[src/hdl/chip8ie_pkg.sv]
// Package for the CHIP-8 instruction execute core: payload types, control
// structs, opcode and status codes, and sizing constants. No dependencies.
package chip8ie_pkg;

    // Sizing of the return-address stack.
    localparam int STACK_DEPTH = 16;
    localparam int LVL_W       = $clog2(STACK_DEPTH + 1);
    localparam int IDX_W       = (STACK_DEPTH > 1) ? $clog2(STACK_DEPTH) : 1;

    // Data register file.
    localparam int NUM_REGS  = 16;
    localparam int REG_W     = 8;
    localparam int RIDX_W    = $clog2(NUM_REGS);
    localparam int PC_W      = 12;
    localparam logic [RIDX_W-1:0] VF_INDEX = 4'hF;

    // Whole-word opcodes.
    localparam logic [15:0] OP_CLS = 16'h00E0;
    localparam logic [15:0] OP_RET = 16'h00EE;

    // Top-nibble opcode groups.
    localparam logic [3:0] GRP_JP   = 4'h1;
    localparam logic [3:0] GRP_CALL = 4'h2;
    localparam logic [3:0] GRP_SEI  = 4'h3;
    localparam logic [3:0] GRP_SNEI = 4'h4;
    localparam logic [3:0] GRP_SER  = 4'h5;
    localparam logic [3:0] GRP_LDI  = 4'h6;
    localparam logic [3:0] GRP_ADDI = 4'h7;
    localparam logic [3:0] GRP_ALU  = 4'h8;

    // Register-register ALU operations (low nibble of the 8xyN group).
    localparam logic [3:0] ALU_LD  = 4'h0;
    localparam logic [3:0] ALU_OR  = 4'h1;
    localparam logic [3:0] ALU_AND = 4'h2;
    localparam logic [3:0] ALU_XOR = 4'h3;
    localparam logic [3:0] ALU_ADD = 4'h4;
    localparam logic [3:0] SER_TAIL = 4'h0;

    // Stack status codes.
    localparam logic [1:0] STAT_OK        = 2'd0;
    localparam logic [1:0] STAT_OVERFLOW  = 2'd1;
    localparam logic [1:0] STAT_UNDERFLOW = 2'd2;

    // Request payload.
    typedef struct packed {
        logic [15:0]     instruction;
        logic [PC_W-1:0] current_pc;
    } instr_t;

    // Result payload.
    typedef struct packed {
        logic [PC_W-1:0]  next_pc;
        logic             clear_screen;
        logic [REG_W-1:0] x_value;
        logic [REG_W-1:0] carry_flag;
        logic [1:0]       stack_status;
    } result_t;

    // Write to the V0..VE register memory.
    typedef struct packed {
        logic              en;
        logic [RIDX_W-1:0] addr;
        logic [REG_W-1:0]  data;
    } rf_wr_t;

    // Write to the VF flag register.
    typedef struct packed {
        logic             en;
        logic [REG_W-1:0] data;
    } vf_wr_t;

    // Return-stack operation.
    typedef struct packed {
        logic            push;
        logic            pop;
        logic [PC_W-1:0] pc;
    } stk_op_t;

endpackage

[src/hdl/chip8ie_ram.sv]
// Generic single-write, dual-read RAM with registered read data.
// No dependencies.
module chip8ie_ram #(
    parameter int WIDTH = 8,
    parameter int DEPTH = 16
) (
    input  logic                     clk,
    input  logic                     wr_en,
    input  logic [$clog2(DEPTH)-1:0] wr_addr,
    input  logic [WIDTH-1:0]         wr_data,
    input  logic                     rd_en,
    input  logic [$clog2(DEPTH)-1:0] rd_addr_a,
    input  logic [$clog2(DEPTH)-1:0] rd_addr_b,
    output logic [WIDTH-1:0]         rd_data_a,
    output logic [WIDTH-1:0]         rd_data_b
);

    logic [WIDTH-1:0] mem [DEPTH];

    // Write port.
    always_ff @(posedge clk)
    begin
        if (wr_en)
        begin
            mem[wr_addr] <= wr_data;
        end
    end

    // Two registered read ports; a read in the cycle of a write sees old data.
    always_ff @(posedge clk)
    begin
        if (rd_en)
        begin
            rd_data_a <= mem[rd_addr_a];
            rd_data_b <= mem[rd_addr_b];
        end
    end

endmodule

[src/hdl/chip8ie_stack.sv]
// Return-address stack of the instruction execute core.
// Depends on chip8ie_pkg.
module chip8ie_stack (
    input  logic                          clk,
    input  logic                          rst_n,
    input  chip8ie_pkg::stk_op_t          op,
    output logic [chip8ie_pkg::LVL_W-1:0] level,
    output logic [chip8ie_pkg::PC_W-1:0]  top
);
    import chip8ie_pkg::*;

    logic [LVL_W-1:0] level_reg;
    logic [LVL_W-1:0] level_next;
    logic [PC_W-1:0]  stack_reg [STACK_DEPTH];
    logic [LVL_W-1:0] top_pos;

    // Entry below the level is the most recent return address.
    assign top_pos = level_reg - LVL_W'(1);
    assign top     = stack_reg[top_pos[IDX_W-1:0]];
    assign level   = level_reg;

    // Level update; callers only push when not full and pop when not empty.
    always_comb
    begin
        level_next = level_reg;
        if (op.push)
        begin
            level_next = level_reg + LVL_W'(1);
        end
        else if (op.pop)
        begin
            level_next = level_reg - LVL_W'(1);
        end
    end

    always_ff @(posedge clk or negedge rst_n)
    begin
        if (!rst_n)
        begin
            level_reg <= '0;
        end
        else
        begin
            level_reg <= level_next;
        end
    end

    // Stack entries hold payload only and need no reset.
    always_ff @(posedge clk)
    begin
        if (op.push)
        begin
            stack_reg[level_reg[IDX_W-1:0]] <= op.pc;
        end
    end

endmodule

[src/hdl/chip8ie_exec.sv]
// Combinational execute logic: decodes one opcode and works out the result,
// the register writes and the stack operation. Depends on chip8ie_pkg.
module chip8ie_exec (
    input  chip8ie_pkg::instr_t            item,
    input  logic [chip8ie_pkg::REG_W-1:0]  vx,
    input  logic [chip8ie_pkg::REG_W-1:0]  vy,
    input  logic [chip8ie_pkg::REG_W-1:0]  vf,
    input  logic [chip8ie_pkg::LVL_W-1:0]  level,
    input  logic [chip8ie_pkg::PC_W-1:0]   top,
    output chip8ie_pkg::result_t           result,
    output chip8ie_pkg::rf_wr_t            rf_wr,
    output chip8ie_pkg::vf_wr_t            vf_wr,
    output chip8ie_pkg::stk_op_t           stk_op
);
    import chip8ie_pkg::*;

    logic [15:0]       op;
    logic [3:0]        grp;
    logic [3:0]        tail;
    logic [RIDX_W-1:0] x_idx;
    logic [REG_W-1:0]  kk;
    logic [PC_W-1:0]   nnn;
    logic [PC_W-1:0]   pc;
    logic [PC_W-1:0]   pc_skip;
    logic [REG_W:0]    sum;
    logic              write_x;
    logic [REG_W-1:0]  new_vx;
    logic              set_carry;
    logic              stk_full;
    logic              stk_empty;

    assign op        = item.instruction;
    assign grp       = op[15:12];
    assign tail      = op[3:0];
    assign x_idx     = op[11:8];
    assign kk        = op[7:0];
    assign nnn       = op[11:0];
    assign pc        = item.current_pc;
    assign pc_skip   = pc + PC_W'(2);
    assign sum       = {1'b0, vx} + {1'b0, vy};
    assign stk_full  = (level >= LVL_W'(STACK_DEPTH));
    assign stk_empty = (level == '0);

    // Decode and execute.
    always_comb
    begin
        result.next_pc      = pc;
        result.clear_screen = 1'b0;
        result.stack_status = STAT_OK;
        write_x             = 1'b0;
        new_vx              = vx;
        set_carry           = 1'b0;
        stk_op.push         = 1'b0;
        stk_op.pop          = 1'b0;
        stk_op.pc           = pc;

        if (op == OP_CLS)
        begin
            result.clear_screen = 1'b1;
        end
        else if (op == OP_RET)
        begin
            if (stk_empty)
            begin
                result.stack_status = STAT_UNDERFLOW;
            end
            else
            begin
                stk_op.pop     = 1'b1;
                result.next_pc = top;
            end
        end
        else
        begin
            case (grp)
                GRP_JP:
                begin
                    result.next_pc = nnn;
                end
                GRP_CALL:
                begin
                    if (stk_full)
                    begin
                        result.stack_status = STAT_OVERFLOW;
                    end
                    else
                    begin
                        stk_op.push = 1'b1;
                    end
                    result.next_pc = nnn;
                end
                GRP_SEI:
                begin
                    if (vx == kk)
                    begin
                        result.next_pc = pc_skip;
                    end
                end
                GRP_SNEI:
                begin
                    if (vx != kk)
                    begin
                        result.next_pc = pc_skip;
                    end
                end
                GRP_SER:
                begin
                    if ((tail == SER_TAIL) && (vx == vy))
                    begin
                        result.next_pc = pc_skip;
                    end
                end
                GRP_LDI:
                begin
                    write_x = 1'b1;
                    new_vx  = kk;
                end
                GRP_ADDI:
                begin
                    write_x = 1'b1;
                    new_vx  = vx + kk;
                end
                GRP_ALU:
                begin
                    case (tail)
                        ALU_LD:
                        begin
                            write_x = 1'b1;
                            new_vx  = vy;
                        end
                        ALU_OR:
                        begin
                            write_x = 1'b1;
                            new_vx  = vx | vy;
                        end
                        ALU_AND:
                        begin
                            write_x = 1'b1;
                            new_vx  = vx & vy;
                        end
                        ALU_XOR:
                        begin
                            write_x = 1'b1;
                            new_vx  = vx ^ vy;
                        end
                        ALU_ADD:
                        begin
                            write_x   = 1'b1;
                            set_carry = 1'b1;
                            new_vx    = sum[REG_W-1:0];
                        end
                        default:
                        begin
                            write_x = 1'b0;
                        end
                    endcase
                end
                default:
                begin
                    result.next_pc = pc;
                end
            endcase
        end

        // VF gets the carry first; a write of Vx to VF itself then wins.
        rf_wr.en   = write_x && (x_idx != VF_INDEX);
        rf_wr.addr = x_idx;
        rf_wr.data = new_vx;
        vf_wr.en   = set_carry || (write_x && (x_idx == VF_INDEX));
        vf_wr.data = (write_x && (x_idx == VF_INDEX)) ? new_vx
                                                      : {{(REG_W-1){1'b0}}, sum[REG_W]};

        result.x_value    = new_vx;
        result.carry_flag = vf_wr.en ? vf_wr.data : vf;
    end

endmodule

[src/hdl/chip8_instruction_execute_core.sv]
// Top level of the CHIP-8 instruction execute core: request register,
// register memory with forwarding, VF flag, return stack and result register.
// Depends on chip8ie_pkg, chip8ie_ram, chip8ie_stack and chip8ie_exec.
//
//   Channel   Handshake                     Payload
//   request   instr_valid / instr_ready     instr_data  (instruction, current_pc)
//   result    result_valid / result_ready   result_data (next_pc .. stack_status)
//
// One instruction is accepted in every cycle while the result does not stall;
// its result is registered from the request register when the step fires.
// The V0..VE memory is read at the accepting edge, alongside the request
// register, and a write from the instruction ahead is forwarded into that read.
// Reset clears V0..VF (by valid bits and the VF register), the stack level and
// all handshake state. A stalled result holds the instruction behind it in the
// request register, and instr_ready falls until the result is taken.
module chip8_instruction_execute_core (
    input  logic                 clk,
    input  logic                 rst_n,
    input  logic                 instr_valid,
    output logic                 instr_ready,
    input  chip8ie_pkg::instr_t  instr_data,
    output logic                 result_valid,
    input  logic                 result_ready,
    output chip8ie_pkg::result_t result_data
);
    import chip8ie_pkg::*;

    logic                in_valid_reg;
    instr_t              in_item_reg;
    logic                result_valid_reg;
    result_t             result_reg;
    logic                accept;
    logic                fire;

    logic [NUM_REGS-1:0] rf_valid_reg;
    logic [REG_W-1:0]    vf_reg;
    logic                hit_x_reg;
    logic                hit_y_reg;
    logic                vld_x_reg;
    logic                vld_y_reg;
    logic [REG_W-1:0]    fwd_data_reg;
    logic [RIDX_W-1:0]   rd_x;
    logic [RIDX_W-1:0]   rd_y;
    logic [REG_W-1:0]    ram_x;
    logic [REG_W-1:0]    ram_y;
    logic [RIDX_W-1:0]   ex_x;
    logic [RIDX_W-1:0]   ex_y;
    logic [REG_W-1:0]    vx;
    logic [REG_W-1:0]    vy;

    logic [LVL_W-1:0]    stk_level;
    logic [PC_W-1:0]     stk_top;
    result_t             ex_result;
    rf_wr_t              ex_rf_wr;
    vf_wr_t              ex_vf_wr;
    stk_op_t             ex_stk_op;
    rf_wr_t              rf_wr;
    stk_op_t             stk_op;

    // Handshake: the execute step fires when the result register is free.
    assign fire         = in_valid_reg && (!result_valid_reg || result_ready);
    assign instr_ready  = !in_valid_reg || fire;
    assign accept       = instr_valid && instr_ready;
    assign result_valid = result_valid_reg;
    assign result_data  = result_reg;

    // Writes and stack operations take effect only when the step fires.
    always_comb
    begin
        rf_wr        = ex_rf_wr;
        rf_wr.en     = ex_rf_wr.en && fire;
        stk_op       = ex_stk_op;
        stk_op.push  = ex_stk_op.push && fire;
        stk_op.pop   = ex_stk_op.pop && fire;
    end

    // Register memory reads at request time.
    assign rd_x = instr_data.instruction[11:8];
    assign rd_y = instr_data.instruction[7:4];

    chip8ie_ram #(
        .WIDTH (REG_W),
        .DEPTH (NUM_REGS)
    ) u_regs (
        .clk       (clk),
        .wr_en     (rf_wr.en),
        .wr_addr   (rf_wr.addr),
        .wr_data   (rf_wr.data),
        .rd_en     (accept),
        .rd_addr_a (rd_x),
        .rd_addr_b (rd_y),
        .rd_data_a (ram_x),
        .rd_data_b (ram_y)
    );

    // Request register, forwarding flags and read-valid flags.
    always_ff @(posedge clk or negedge rst_n)
    begin
        if (!rst_n)
        begin
            in_valid_reg <= 1'b0;
        end
        else if (accept)
        begin
            in_valid_reg <= 1'b1;
        end
        else if (fire)
        begin
            in_valid_reg <= 1'b0;
        end
    end

    always_ff @(posedge clk)
    begin
        if (accept)
        begin
            in_item_reg  <= instr_data;
            hit_x_reg    <= rf_wr.en && (rf_wr.addr == rd_x);
            hit_y_reg    <= rf_wr.en && (rf_wr.addr == rd_y);
            vld_x_reg    <= rf_valid_reg[rd_x];
            vld_y_reg    <= rf_valid_reg[rd_y];
            fwd_data_reg <= rf_wr.data;
        end
    end

    // Valid bits make never-written registers read as zero after reset.
    always_ff @(posedge clk or negedge rst_n)
    begin
        if (!rst_n)
        begin
            rf_valid_reg <= '0;
        end
        else if (rf_wr.en)
        begin
            rf_valid_reg[rf_wr.addr] <= 1'b1;
        end
    end

    // VF flag register.
    always_ff @(posedge clk or negedge rst_n)
    begin
        if (!rst_n)
        begin
            vf_reg <= '0;
        end
        else if (fire && ex_vf_wr.en)
        begin
            vf_reg <= ex_vf_wr.data;
        end
    end

    // Operand selection: VF register, forwarded write, memory or reset value.
    assign ex_x = in_item_reg.instruction[11:8];
    assign ex_y = in_item_reg.instruction[7:4];

    always_comb
    begin
        if (ex_x == VF_INDEX)
        begin
            vx = vf_reg;
        end
        else if (hit_x_reg)
        begin
            vx = fwd_data_reg;
        end
        else
        begin
            vx = vld_x_reg ? ram_x : '0;
        end

        if (ex_y == VF_INDEX)
        begin
            vy = vf_reg;
        end
        else if (hit_y_reg)
        begin
            vy = fwd_data_reg;
        end
        else
        begin
            vy = vld_y_reg ? ram_y : '0;
        end
    end

    chip8ie_stack u_stack (
        .clk   (clk),
        .rst_n (rst_n),
        .op    (stk_op),
        .level (stk_level),
        .top   (stk_top)
    );

    chip8ie_exec u_exec (
        .item   (in_item_reg),
        .vx     (vx),
        .vy     (vy),
        .vf     (vf_reg),
        .level  (stk_level),
        .top    (stk_top),
        .result (ex_result),
        .rf_wr  (ex_rf_wr),
        .vf_wr  (ex_vf_wr),
        .stk_op (ex_stk_op)
    );

    // Result register.
    always_ff @(posedge clk or negedge rst_n)
    begin
        if (!rst_n)
        begin
            result_valid_reg <= 1'b0;
        end
        else if (fire)
        begin
            result_valid_reg <= 1'b1;
        end
        else if (result_ready)
        begin
            result_valid_reg <= 1'b0;
        end
    end

    always_ff @(posedge clk)
    begin
        if (fire)
        begin
            result_reg <= ex_result;
        end
    end

endmodule

[config.mk]
export PLATFORM = sky130hd
export DESIGN_NAME = chip8_instruction_execute_core
export DESIGN_NICKNAME = d
export VERILOG_FILES = /design/src/hdl/chip8ie_pkg.sv /design/src/hdl/chip8ie_ram.sv /design/src/hdl/chip8ie_stack.sv /design/src/hdl/chip8ie_exec.sv /design/src/hdl/chip8_instruction_execute_core.sv
export SDC_FILE = /design/constraint.sdc
export NUM_CORES = 1
export LEC_CHECK = 0
export BUFFER_PORTS_ARGS = -buffer_cell sky130_fd_sc_hd__buf_2
export CAP_MARGIN = 20
export CORE_MARGIN = 3
export CORE_UTILIZATION = 40
export DETAILED_ROUTE_END_ITERATION = 10
export MAX_ROUTING_LAYER = met4
export SETUP_SLACK_MARGIN = 0.5
export SLEW_MARGIN = 20
export SYNTH_ARGS = -nofsm -noshare
export SYNTH_HDL_FRONTEND = slang
export SYNTH_SLANG_ARGS = --single-unit
[constraint.sdc]
create_clock -name clk -period 6.5 [get_ports clk]
set_input_delay 1.3 -clock clk [delete_from_list [all_inputs] [get_ports clk]]
set_output_delay 1.3 -clock clk [all_outputs]
set_load 0.005 [all_outputs]
=== Word level (Yosys, flattened, before mapping) ===
Memory sizes are Yosys's and may differ from the RTL's. A register that Yosys moved wholly into a read port is not among the register bits.
Index checks and enable logic that the tools add are counted.

* Add/subtract/negate cells: 5
* Order comparisons: 5
* Equality and inequality tests: 22
* Mux-type cells: 54
* Bitwise operators: 4
* Reductions and logical operators: 25

{| class="wikitable"
|+ Operator list
! operator !! count
|-
| 8-bit two-way mux || 10
|-
| 12-bit two-way mux || 6
|-
| 12-bit case mux with 4 select lines || 1
|-
| 8-bit case mux with 5 select lines || 1
|-
| 16-bit by 8-bit equality test with 1-bit output, second input constant || 2
|-
| 1-bit two-way mux || 25
|-
| 8-bit case mux with 3 select lines || 1
|-
| 4-bit by 3-bit equality test with 1-bit output, second input constant || 5
|-
| 4-bit by 2-bit equality test with 1-bit output, second input constant || 4
|-
| 8-bit equality test || 2
|-
| 16-bit OR || 1
|-
| 4-bit by 5-bit less-than comparator with 1-bit output, second input constant || 3
|-
| 12-bit by 2-bit adder with 12-bit output, second input constant || 1
|-
| 4-bit equality test, second input constant || 3
|-
| 1-bit logical AND || 12
|-
| 5-bit two-way mux || 2
|-
| 8-bit by 8-bit adder with 9-bit output || 1
|-
| 8-bit adder || 1
|-
| 8-bit bitwise AND || 1
|-
| 1-bit binary-select mux with 4-bit select || 2
|-
| 4-bit by 1-bit equality test with 1-bit output, second input constant || 2
|-
| 4-bit equality test || 2
|-
| 2-bit two-way mux || 4
|-
| 8-bit inequality test || 1
|-
| 16 further kinds || 22
|}

* Flip-flop bits (word level): 102
* Memory bits (writable): 320
* Input port bits: 32
* Output and inout bits: 33
* Logic and storage cells: 134
* Memories: 2

{| class="wikitable"
|+ Memories
! memory !! words !! width !! rd ports !! clocked after Yosys merged registers in !! write ports !! RTL line !! source
|-
| u_stack.stack_reg || 16 || 12 || 1 || 0 || 1 || chip8ie_stack.sv:14 || <nowiki>logic [PC_W-1:0] stack_reg [STACK_DEPTH];</nowiki>
|-
| u_regs.mem || 16 || 8 || 2 || 2 || 1 || chip8ie_ram.sv:18 || <nowiki>logic [WIDTH-1:0] mem [DEPTH];</nowiki>
|}

=== Depth between registers and ports, before layout ===
* Word-level depth: 10
* Gate-level depth with buffers: 17

=== Modules after synthesis ===
Synthesis repeated with hierarchy kept, for this count alone.

* Cell total of the unflattened synthesis: 1,324
* Area total of the unflattened synthesis: 21,051.4 µm²

{| class="wikitable"
|+ By module, submodules not included
! module !! instances !! cells each !! area each (µm²) !! seq. area each (µm²)
|-
| chip8ie_stack || 1 || 372 || 7,942.6 || 5,890.6
|-
| chip8ie_ram || 1 || 307 || 6,505.0 || 4,324.1
|-
| chip8_instruction_execute_core || 1 || 231 || 3,857.4 || 2,782.7
|-
| chip8ie_exec || 1 || 414 || 2,746.4 || 0.0
|}

=== Least setup slack after synthesis ===
Ideal clock, no wire load.

* Path kind: reg2reg
* From: reg u_stack.level_reg[0] (netlist: u_stack.level[0])
* To: reg result_reg, in the netlist result_data[19] (data pin)
* Library setup time: 262 ps
* Arrival time: 3,773 ps
* Slack: 2,465 ps
* Cell stages (with the launch flop): 13
* Buffers on the path: 5
* Clock period less this slack: 4,035 ps
* Cells stage by stage: dfrtp_1 clkbuf_1 buf_1 buf_1 inv_1 ha_1 clkbuf_1 clkbuf_1 mux4_2 mux2i_1 a21oi_1 a222oi_1 inv_1

{| class="wikitable"
|+ RTL lines
! element !! RTL line !! source
|-
| start: declaration || chip8ie_stack.sv:12 || <nowiki>logic [LVL_W-1:0] level_reg;</nowiki>
|-
| start signal: assignment || chip8ie_stack.sv:44 || <nowiki>level_reg <= level_next;</nowiki>
|-
| end signal: assignment || chip8_instruction_execute_core.sv:227 || <nowiki>result_reg <= ex_result;</nowiki>
|-
| end: declaration || chip8_instruction_execute_core.sv:31 || <nowiki>result_t result_reg;</nowiki>
|}

==> results.txt <==
The flow ran to the end, and the final reports show no timing, DRC or antenna violations. The worst register-to-register path begins at ex_x[2]. The maximum buffer depth of the clock tree is 3. Setup total negative slack on the finished layout was measured at 0 ns. The clock insertion delay at the later pin of the skew report is about 0.60 ns. The count of buffers from port buffering is 64. Across the VDD grid, the largest voltage drop is approximately 0.17 mV. Once the clock tree was built, the setup fixing pass inserted 0 buffers. The count of distinct cell types in the synthesized netlist came out at 80. The beginning of the worst hold path is rf_valid_reg[15]. The H-tree depth is 2.

After detailed routing, the number of vias per cell comes to approximately 6. After clock tree synthesis, the clock-pin slew on the worst setup and hold paths is 0.06 ns. Cells fill around 46% of the core in the end. In this run the critical register-to-register path is captured at u_regs.mem[3][6]. After layout, the design draws a total of roughly 6.6 mW. The number of enable-type register cells in the synthesized netlist is a little over 400.

The total power divided by cell area is ~280 mW/mm². The number of nets in the finished design came out at between 1k and 1.5k. The sink count of the clock tree came out at roughly 440. The number of violations reported at the end of detailed-routing iteration 0 is approximately 1.5k. The slew at the pin with the worst max-slew slack is between 1 and 1.5 ns. The die covers between 0.05 and 0.06 mm². The depth of the worst register-to-register path is 13. The final worst hold slack came out at 0.389 ns. The final worst setup slack came out at between 1.5 and 2 ns. The final-layout fill cell count is around 4.4k.

The critical path launch point type is a register. The data required time of the worst path is just under 7 ns. The number of antenna violations at the first check in global routing is 1. The aggregate global-route resource usage is a little over a fifth. The number of optimization iterations in the first detailed-route pass is 5. After synthesis the cells add up to roughly 0.021 mm².

The worst hold path terminates at rf_valid_reg[15]. sky130_fd_sc_hd__edfxtp_1 takes more of the synthesized area than any other cell. The number of hold buffers added after CTS was 0. The register-to-register path setup slack is approximately 1.9 ns. The CTS buffer count came out at 47. The standard-cell row count is around 80.

The total of cells resized after clock tree synthesis came out at 0. The critical path in this run is classified as reg2reg. The main flop type after synthesis is sky130_fd_sc_hd__edfxtp_1. The most repeated cell in the gate-level netlist after synthesis is sky130_fd_sc_hd__edfxtp_1. OpenSTA, run right after detailed placement, puts the worst setup slack at between 1.5 and 2 ns. The fraction of registers with async set/reset is under 10%. The share of the cycle needed by the critical path after routing is a little under three quarters. The setup violation total in the final timing report came out at 0.

The horizontal die dimension came out at between 200 and 250 µm. The global-route wire length before repair is a little over 80000 µm. Once detailed placement completed, the half-perimeter wirelength came to roughly 35000 µm. In this run the static leakage power is 8.09 nW. The final critical delay including setup and external delays came out at about 4.6 ns. The largest net degree at the start of global routing is 57. The final-report max-slew violation count came out at 0. The die boundary height is between 200 and 250 µm.

The antenna violation net count after detailed routing came out at 0. Yosys printed 0 warnings. The weighted congestion at the end of routability-driven global placement is 0.935. The count of state elements after synthesis came out at about 440.

The min-delay analysis places its worst path in the category reg2reg. The worst hold path depth came out at 0. The layout overhead on the synthesized area is 13.2%.

After synthesis, the cell types taking the most area are sky130_fd_sc_hd__edfxtp_1 (59%), sky130_fd_sc_hd__mux4_2 (15%), sky130_fd_sc_hd__dfrtp_1 (3.7%). The number of hold violations in the final report is 0. The share of the yosys chip area belonging to registers came out at 62.7%. After synthesis, the largest area contributor takes up 59.0% of total cell area.

The synthesized area per cell is between 15 and 20 µm². CTS placed an instance of sky130_fd_sc_hd__clkbuf_16 at the clock tree root. The starting utilization of the core area came out at a little over 40%.

The biggest fanout along the worst timing path is 18. The arrival time at the worst endpoint came out at just under 5 ns. The count of maximum capacitance violations is 0.

Based on the critical path, the design can be clocked at up to between 200 and 250 MHz. In this run the tightest slew margin relative to its limit is 25.5%. In the synthesized netlist, the cells that appear most often are sky130_fd_sc_hd__edfxtp_1 (407), sky130_fd_sc_hd__mux4_2 (142), sky130_fd_sc_hd__nor2_1 (93), sky130_fd_sc_hd__nand2_1 (72), sky130_fd_sc_hd__o21ai_0 (57).

TritonCTS built the clock tree. The critical path endpoint category is a register. The number of top-level pins is 65. The region available for standard cell placement spans roughly 0.051 mm². In the routed design, unresolved DRC markers number 0. The wire length reported by the detailed router came out at around 55000 µm. The routed layout has approximately 13k vias. In the synthesized netlist, the number of instances is approximately 1.3k. The share of final-layout standard cells stronger than drive strength 1 is approximately 26%. The register with the most flip-flops in the layout has ~190 of them. Global routing finished with a remaining overflow of 0. The detailed-route wire length per cell came out at about 26 µm.

The via count of the first global-routing pass is about 13k. The worst clock skew is roughly 0.042 ns. Setup repair after global routing left no endpoint under its margin.
## where the power goes
group | switching [mW] | leakage [nW] | total (mW) | internal (mW)
logic | 0.433 | 3.22 | 0.738 | 0.304
registers | 0.0875 | 4.14 | 3.30 | 3.21
clock network | 1.13 | 0.730 | 2.59 | 1.46
## cell families after synthesis
group / count (synthesis) / share of synthesized area (%)
compound gates: 261 / 8.65
xor+xnor: 25 / 1.06
fa+ha+maj: 24 / 1.42
buf+inv: 118 / 2.31
flops: 438 / 62.7
mux: 160 / 16.3
other cells: 1 / 0.0181
simple gates: 315 / 7.50
## area by class of cell
class                      instances  area, µm²  share of cell area (%)
tap                              672        841                    3.58
clock buffer                      58       1220                    5.19
sequential                       438      13000                    55.4
timing repair buffer             105        632                    2.69
antenna                            1       2.50                  0.0107
clock inverter                    29        280                    1.19
multi-input combinational        793       7340                    31.3
inverter                          40        150                   0.640
## metrics by stage
step / cell area, µm² / std cells
5_1_grt: 23500 / 2136
6_report: 23500 / 2136
2_1_floorplan: 20800 / 1349
4_1_cts: 23500 / 2135
3_3_place_gp: 21900 / 2047
3_5_place_dp: 22000 / 2048
## critical path, stage by stage (launching register included)
cell and delay, ns:
sky130_fd_sc_hd__edfxtp_1 0.60, sky130_fd_sc_hd__nand4_2 0.47, sky130_fd_sc_hd__o21a_1 0.30, sky130_fd_sc_hd__or3_1 0.43, sky130_fd_sc_hd__nand2_1 0.10, sky130_fd_sc_hd__ha_1 0.19
sky130_fd_sc_hd__a31oi_1 0.09, sky130_fd_sc_hd__a211o_1 0.41, sky130_fd_sc_hd__a41oi_1 0.37, sky130_fd_sc_hd__o221ai_1 0.27, sky130_fd_sc_hd__and2_1 0.20, sky130_fd_sc_hd__o311ai_1 0.29
sky130_fd_sc_hd__nor2_1 0.16, sky130_fd_sc_hd__inv_1 0.46
## placed cells by master (no fill, tap or decap), types with 7 or more instances in the layout
cell                          n
sky130_fd_sc_hd__nand4_1      8
sky130_fd_sc_hd__a31oi_1     12
sky130_fd_sc_hd__ha_1        21
sky130_fd_sc_hd__clkinv_1    10
sky130_fd_sc_hd__o21ai_0     56
sky130_fd_sc_hd__xor2_1       7
sky130_fd_sc_hd__a211oi_1    16
sky130_fd_sc_hd__clkinv_2    11
sky130_fd_sc_hd__inv_1       37
sky130_fd_sc_hd__o211ai_1    11
sky130_fd_sc_hd__a21o_1       7
sky130_fd_sc_hd__nand2b_1     9
sky130_fd_sc_hd__nor2b_1     11
sky130_fd_sc_hd__a21oi_1     50
sky130_fd_sc_hd__o21a_1       9
sky130_fd_sc_hd__or2_2       21
sky130_fd_sc_hd__xnor2_1     16
sky130_fd_sc_hd__clkbuf_16   47
sky130_fd_sc_hd__a22oi_1     11
sky130_fd_sc_hd__nor3_1      18
sky130_fd_sc_hd__mux2i_1     13
sky130_fd_sc_hd__dfrtp_1     30
sky130_fd_sc_hd__conb_1       8
sky130_fd_sc_hd__nand2_1     72
sky130_fd_sc_hd__mux4_2     142
sky130_fd_sc_hd__buf_4       40
sky130_fd_sc_hd__nor2_2       8
sky130_fd_sc_hd__a211o_1      7
sky130_fd_sc_hd__a221oi_1    10
sky130_fd_sc_hd__nand3_1     27
sky130_fd_sc_hd__nor2_1      85
sky130_fd_sc_hd__buf_2       64
sky130_fd_sc_hd__edfxtp_1   407
sky130_fd_sc_hd__and3_1      11
sky130_fd_sc_hd__or3_1       11
sky130_fd_sc_hd__clkbuf_1    11
sky130_fd_sc_hd__o22ai_1     15
## worst max path at each step
stage                     start           endpoint  slack [ns]  cells past startpoint
4_1_cts                 ex_x[3]  u_regs.mem[12][6]        1.94                     13
3_5_place_dp          hit_x_reg   u_regs.mem[1][7]        1.98                     12
3_3_place_gp            ex_x[3]   u_regs.mem[0][6]        1.97                     13
6_report                ex_x[2]   u_regs.mem[3][6]        1.88                     13
5_1_grt               hit_x_reg    result_data[17]        1.43                     12
2_1_floorplan  u_stack.level[0]    result_data[19]        2.47                     12
## metal layers
layer	vias to the layer above	global-route usage [%]	wire, µm
li1	5583	-	-
met1	6652	29.7	24300
met3	66	3.37	3690
met4	0	4.88	1060
met2	515	31.6	26100
met5	-	-	0
Power figures use the tool's default switching activity.
